**src/design/yaz0_pkg.sv**
```systemverilog
// ============================================================================
// yaz0_pkg
// Shared types and constants of the Yaz0 stream decompressor.
// ============================================================================
package yaz0_pkg;

    // Format constants
    localparam int WINDOW_SIZE_DEF      = 4096;
    localparam int BYTES_PER_RESULT_DEF = 8;
    localparam int DATA_BYTES           = 8;
    localparam int COUNT_W              = 4;
    localparam int HEADER_BYTES         = 16;
    localparam int SIZE_FIRST_POS       = 4;
    localparam int SIZE_LAST_POS        = 7;
    localparam int SHORT_LEN_BASE       = 2;
    localparam int LONG_LEN_BASE        = 18;
    localparam int DIST_W               = 12;
    localparam int FLAGS_PER_BYTE       = 8;

    // One compressed input byte
    typedef struct packed {
        logic [7:0] data_byte;
        logic       first;
    } t_in_item;

    // One packed group of expanded bytes
    typedef struct packed {
        logic [8*DATA_BYTES-1:0] data;
        logic [COUNT_W-1:0]      byte_count;
        logic                    last_of_run;
        logic                    end_of_output;
        logic                    truncated;
    } t_out_item;

    // Commands from the sequencer to the packer
    typedef struct packed {
        logic       push;
        logic [7:0] push_byte;
        logic       emit;
        logic       last;
        logic       end_flag;
        logic       trunc;
    } t_pack_ctrl;

    // Stream parse phase
    typedef enum logic [2:0] {
        PH_HEADER,
        PH_FLAG,
        PH_ITEM,
        PH_REF_LO,
        PH_REF_EXTRA,
        PH_DONE
    } t_phase;

    // Sequencer state
    typedef enum logic [2:0] {
        SQ_IDLE,
        SQ_READ,
        SQ_WRITE,
        SQ_SPILL,
        SQ_FLUSH
    } t_seq_state;

endpackage

```
**src/design/yaz0_packer.sv**
```systemverilog
// ============================================================================
// yaz0_packer
// Gathers expanded bytes into result words and holds the output register.
// ============================================================================
module yaz0_packer #(
    parameter int BYTES_PER_RESULT = yaz0_pkg::BYTES_PER_RESULT_DEF
) (
    input  logic                 i_clk,
    input  logic                 i_rst_n,
    input  yaz0_pkg::t_pack_ctrl i_ctrl,
    output logic                 o_full,
    output logic                 o_slot_free,
    output logic                 o_out_valid,
    input  logic                 i_out_stall,
    output yaz0_pkg::t_out_item  o_out_item
);
    import yaz0_pkg::*;

    logic [8*DATA_BYTES-1:0] r_data, n_data;
    logic [COUNT_W-1:0]      r_n, n_n;
    logic                    r_out_valid, n_out_valid;
    t_out_item               r_out, n_out;

    assign o_full      = (r_n == COUNT_W'(BYTES_PER_RESULT));
    assign o_slot_free = !r_out_valid || !i_out_stall;
    assign o_out_valid = r_out_valid;
    assign o_out_item  = r_out;

    // Lane insert, emit and output register handling
    always_comb begin
        n_data      = r_data;
        n_n         = r_n;
        n_out       = r_out;
        n_out_valid = r_out_valid && i_out_stall;
        if (i_ctrl.push) begin
            for (int i = 0; i < DATA_BYTES; i++) begin
                if (r_n == COUNT_W'(i)) begin
                    n_data[8*i +: 8] = i_ctrl.push_byte;
                end
            end
            n_n = r_n + COUNT_W'(1);
        end
        if (i_ctrl.emit) begin
            n_out.data          = r_data;
            n_out.byte_count    = r_n;
            n_out.last_of_run   = i_ctrl.last;
            n_out.end_of_output = i_ctrl.end_flag;
            n_out.truncated     = i_ctrl.trunc;
            n_out_valid         = 1'b1;
            n_data              = '0;
            n_n                 = '0;
        end
    end

    always_ff @(posedge i_clk) begin
        if (!i_rst_n) begin
            r_data      <= '0;
            r_n         <= '0;
            r_out_valid <= 1'b0;
        end else begin
            r_data      <= n_data;
            r_n         <= n_n;
            r_out_valid <= n_out_valid;
        end
    end

    always_ff @(posedge i_clk) begin
        r_out <= n_out;
    end

endmodule

```
**config.mk**
```make
export PLATFORM = sky130hd
export DESIGN_NAME = yaz0_packer
export DESIGN_NICKNAME = d
export VERILOG_FILES = /design/src/design/yaz0_pkg.sv /design/src/design/yaz0_packer.sv
export SDC_FILE = /design/constraint.sdc
export NUM_CORES = 1
export LEC_CHECK = 0
export BUFFER_PORTS_ARGS = -buffer_cell sky130_fd_sc_hd__buf_2
export CORE_MARGIN = 4
export CORE_UTILIZATION = 55
export CTS_CLUSTER_SIZE = 20
export DETAILED_ROUTE_END_ITERATION = 6
export MAX_ROUTING_LAYER = met4
export PLACE_DENSITY = 0.78
export SLEW_MARGIN = 20
export SYNTH_ARGS = -nofsm -noshare
export SYNTH_HDL_FRONTEND = slang
export SYNTH_SLANG_ARGS = --single-unit
export TNS_END_PERCENT = 100
```
**constraint.sdc**
```tcl
create_clock -name i_clk -period 1.5 [get_ports i_clk]
set_input_delay 0.3 -clock i_clk [delete_from_list [all_inputs] [get_ports i_clk]]
set_output_delay 0.3 -clock i_clk [all_outputs]
set_load 0.02 [all_outputs]
```
; Word level (Yosys, flattened, before mapping)
; Cells that the tools add are included.
[op_classes]
n_mux = 1
n_eq_ne = 8
add_sub_neg = 1
reduce_logical = 14
n_bitwise = 1
[ops]
columns = operator, n
row1 = $eq 4x3->1 const B, 4
row2 = $reduce_and 2->1, 8
row3 = $eq 4x2->1 const B, 2
row4 = $add 4x1->4 const B, 1
row5 = $eq 4x1->1 const B, 1
row6 = $eq 4x4->1 const B, 1
row7 = $logic_not 4->1, 1
row8 = $logic_not 1->1, 2
row9 = $reduce_or 2->1, 1
row10 = $logic_and 1x1->1, 1
row11 = $logic_or 1x1->1, 1
row12 = $mux 1, 1
row13 = $not 1->1, 1
[word_totals]
reg_bits = 140
elab_cells = 40
inputBits = 16
out_inout_bits = 74

; Longest topological paths before layout
[depth]
word_depth = 2
depth_mapped = 5
mapped_depth_nobuf = 4

; Worst setup path after synthesis
; No wires, ideal clock.
[synth_path]
path_kind = reg2reg
startpoint = register r_n[0]
endpoint = register r_data[32]
period_less_slack_ps = 1311
t_required_ps = 1376
arrival_ps = 1187
stages_incl_launch_ff = 6
setup_slack_ps = 189
setup_time_ps = 124
n_path_buf = 1
path_cell_list = dfxtp_1 inv_1 ha_1 and4b_2 clkbuf_2 mux2i_1
[synth_between]
elab_chain_len = 2
[synth_rtl]
columns = element, line
row1 = "start, declared", yaz0_packer.sv:20  ; logic [COUNT_W-1:0] r_n, n_n;
row2 = "start signal, assigned", yaz0_packer.sv:62  ; r_n <= n_n;
row3 = $eq 4x3->1, yaz0_packer.sv:37  ; if (r_n == COUNT_W'(i)) begin
row4 = $reduce_and 2->1 (no line), n/a
row5 = "end signal, assigned", yaz0_packer.sv:61  ; r_data <= n_data;
row6 = "end, declared", yaz0_packer.sv:19  ; logic [8*DATA_BYTES-1:0] r_data, n_data;
; No other way between the ends.
; A chain may end at the register's enable or synchronous reset.

; Worst setup path after layout
[layout_path]
startpoint = register r_n[1]
endpoint = output o_full
[layout_between]
elab_chain_len = 1
[layout_rtl]
columns = element, line
row1 = $eq 4x4->1, yaz0_packer.sv:24  ; assign o_full = (r_n == COUNT_W'(BYTES_PER_RESULT));
row2 = "end, declared", yaz0_packer.sv:11  ; output logic o_full,
; No other way between the ends.

==> impl_results.md <==
- Maxcap violations: 0
- Vias in the first global route: between 3,000 and 4,000
- Deepest clock path buffer count: 2
- Post-Syn Area: between 5000 and 6000 sq um
- Syn nets: between 300 and 400
- Commonest non-fill, non-tap cells in the layout: 87 x buf_2, 71 x edfxtp_1, 66 x nand3b_1, 66 x mux2i_1, 65 x dfxtp_1
- Top Ports: 90
- Total wire length: around 10,000 microns
- Final TNS setup: -167 ps
- Power Dens Cells: about 1300 nW/um^2
- P_int: ~6.7 mW
- Router iterations before antenna repair: 5
- Net Switching: about 1.9 mW
- Die X: about 110 microns
- Final Wtd Congestion: approximately 0.74
- Nets@finish: between 400 and 500
- Multi-input logic area: about 1500 sq um
- Inserted Clock Buffers: 17
- Layout area overhead: 24.1%
- Slew HR: approximately 75%
- Core area: between 9000 and 10,000 sq um
- Worst slack, placed: between 100 and 150 ps
- H-tree depth: 4
- Status: complete, but fails checks
- Total Power: approximately 8.6 mW
- Warnings, synthesis: 0
- Worst vdd ir: between 700 and 800 uV
- Final Max Tran Viols: 0
- Setup ws final: -167 ps
- Yosys reg bits: between 100 and 150
- Via density: 5.30
- RSZ-0062 raised after global routing: true
- Site row count: 35
- Initial Util: a little under three fifths
- Die area: 11,100 sq um
- Setup-failing EPs final: 1
- Sequential share of power: around half
- Critical Path AT: approximately 1400 ps
- Final period util: 111%
- ANT cells: 0
- Final Critical Period: 1670 ps
- Cells after Synth: about 340
- Failing checks: setup timing
- WP data required: about 1200 ps
- Share of layout cells above drive strength 1: 35.5%
- Largest net degree at the start of global routing: 67
- Initial DRC Count: around 140
- Ys async rst share: 0%
- Buffers on Ports: roughly 90
- CTS clk-pin slew, worst paths: ~60 ps
- Sw Ratio: ~22%
- Inst Count DP: 540
- Layout fillers: approximately 630
- Worst-path cell chain: inv_4 -> ha_4 -> and3b_1 -> buf_6
- Clock group share of total power: between 40% and 50%
- Critical path's slowest cell: dfxtp_4
- DRC: 0
- First-pass GRT wire length: 16,500 microns
- Overflow after GRT: 0
- CP Class: reg -> out
- Via Count: ~3,100
- Fmax: 0.600 GHz
- Worst path max stage delay: 360 ps
- Root Buffer: clkbuf_8
- Routed wire length per instance: around 18 microns
- Cell Count, Final, Fillers Out: ~580
- Die Y: between 100 and 150 microns
- Final core utilization: about 70%
- Register area share after synthesis: approximately 67%
- Detailed placement HPWL: roughly 6200 microns
- CTS tree: yes
- Hold Fails Final Rpt: 0
- Clock net sink count: 140
- Netlist cell types: 27
- Leak Pwr: 2.87 nW
- Synth Flop Type: edfxtp_1
- Number of synthesized flops with an enable pin: 71
- Initial antenna violation count: 0
- Critical Path End Type: output pin
- Worst Path Max Fanout: 2
- Final ANT Viol Nets: 0
- Combinational power share: 5.6%
- Reg area: 3530 sq um
- Clock Latency Late Sink: 520 ps
- GRT Total Usage: around a fifth
- Most common cell after layout, fill and taps aside: buf_2
- Worst-margin pin slew: approximately 370 ps
- Class of the worst hold path: in -> reg
- Avg Inst Size Synth: about 16 sq um
- Layout Skew: 7.48 ps
- Startpoint types: flip-flop
-- cell type report --
cell class / instances / share of cell area (%)
clock inverters: 9 / 1.34
repair buffers: 113 / 10.6
inverters: 2 / 0.194
multi-input cells: 166 / 23.3
flip-flops and latches: 140 / 54.6
clock buffers: 23 / 7.55
well taps: 129 / 2.50
-- power groups by stage --
stage / logic (mW) / registers [mW] / clock network (mW)
4_1_cts: 0.474 / 4.13 / 4.00
3_3_place_gp: 0.447 / 4.21 / 0
2_1_floorplan: 0.163 / 4.32 / 0
6_report: 0.477 / 4.13 / 3.95
3_5_place_dp: 0.453 / 4.21 / 0
5_1_grt: 0.505 / 4.14 / 4.22
-- synthesized netlist by cell type (2+ instances only) --
master	count	area [sq um]
a21oi_1	2	10.0
and4b_2	2	22.5
buf_2	7	35.0
buf_6	7	78.8
clkbuf_1	8	30.0
clkbuf_8	3	41.3
dfxtp_1	69	1380
edfxtp_1	71	2130
ha_1	4	50.1
inv_1	2	7.51
mux2i_1	66	661
nand3b_1	66	495
nand3b_2	8	90.1
nand4b_1	2	17.5
nand4b_2	2	30.0
nand4bb_1	4	45.0
nor2_1	2	7.51
-- path summary, 6_finish.rpt --
kind	startpoint	endpoint	slack, ps	depth (start not counted)
min	i_out_stall	o_out_valid$_SDFF_PN0_	60	3
min reg2reg	r_data[31]$_SDFFE_PP0P_	o_out_item[38]$_DFFE_PP_	430	0
max	r_n[1]$_SDFFE_PP0P_	o_full	-170	4
max reg2reg	r_n[1]$_SDFFE_PP0P_	r_data[13]$_SDFFE_PP0P_	100	7
-- cells by family (layout without fill, tap and decap cells) --
kind of cell / count (synthesis) / count (layout) / share of synthesized area [%]
buffers and inverters: 29 / 147 / 3.94
muxes: 66 / 66 / 12.7
xor gates and xnor gates: 1 / 1 / 0.168
AOI/OAI and AO/OA: 3 / 3 / 0.385
and+or+nand+nor: 92 / 92 / 14.4
adders and majority gates: 4 / 4 / 0.961
DFF: 140 / 140 / 67.5
-- flip-flops by register name (all words and copies together), names as in the netlist --
register and cells:
o_out_valid 1, o_out_item 71, r_data 64, r_n 4
-- worst max-delay path: cells and delay by family, from the launching register on --
| kind | cells | cell delay, ps |
|---|---|---|
| flops | 1 | 360 |
| buf+inv | 2 | 170 |
| simple gates | 1 | 170 |
| fa+ha+maj | 1 | 140 |
-- stage by stage --
step | cell area [sq um] | hold WS [ps]
after global placement | 5760 | 413
after global routing | 6460 | 39.9
after detailed placement | 5760 | 417
after CTS | 6430 | 41.7
final | 6460 | 64.5
after floorplan | 5210 | 399
-- layer usage --
metal,vias to the layer above,track usage [%],part of all wire [%]
met3,9,6.67,4.2
li1,1454,-,-
met2,85,31.0,50
met5,-,-,0
met4,0,7.12,1.1
met1,1534,25.1,44
-- repair_timing --
item | 4_1_cts | 5_1_grt
hold endpoints to repair | 3 | 0
hold buffers | 3 | 0
resized for setup | 14 | 3
endpoints found under the setup margin | 1 | 1
setup buffers | 4 | 3
pin swaps | 1 | 1
No activity file was read; power rests on OpenSTA's default activity.
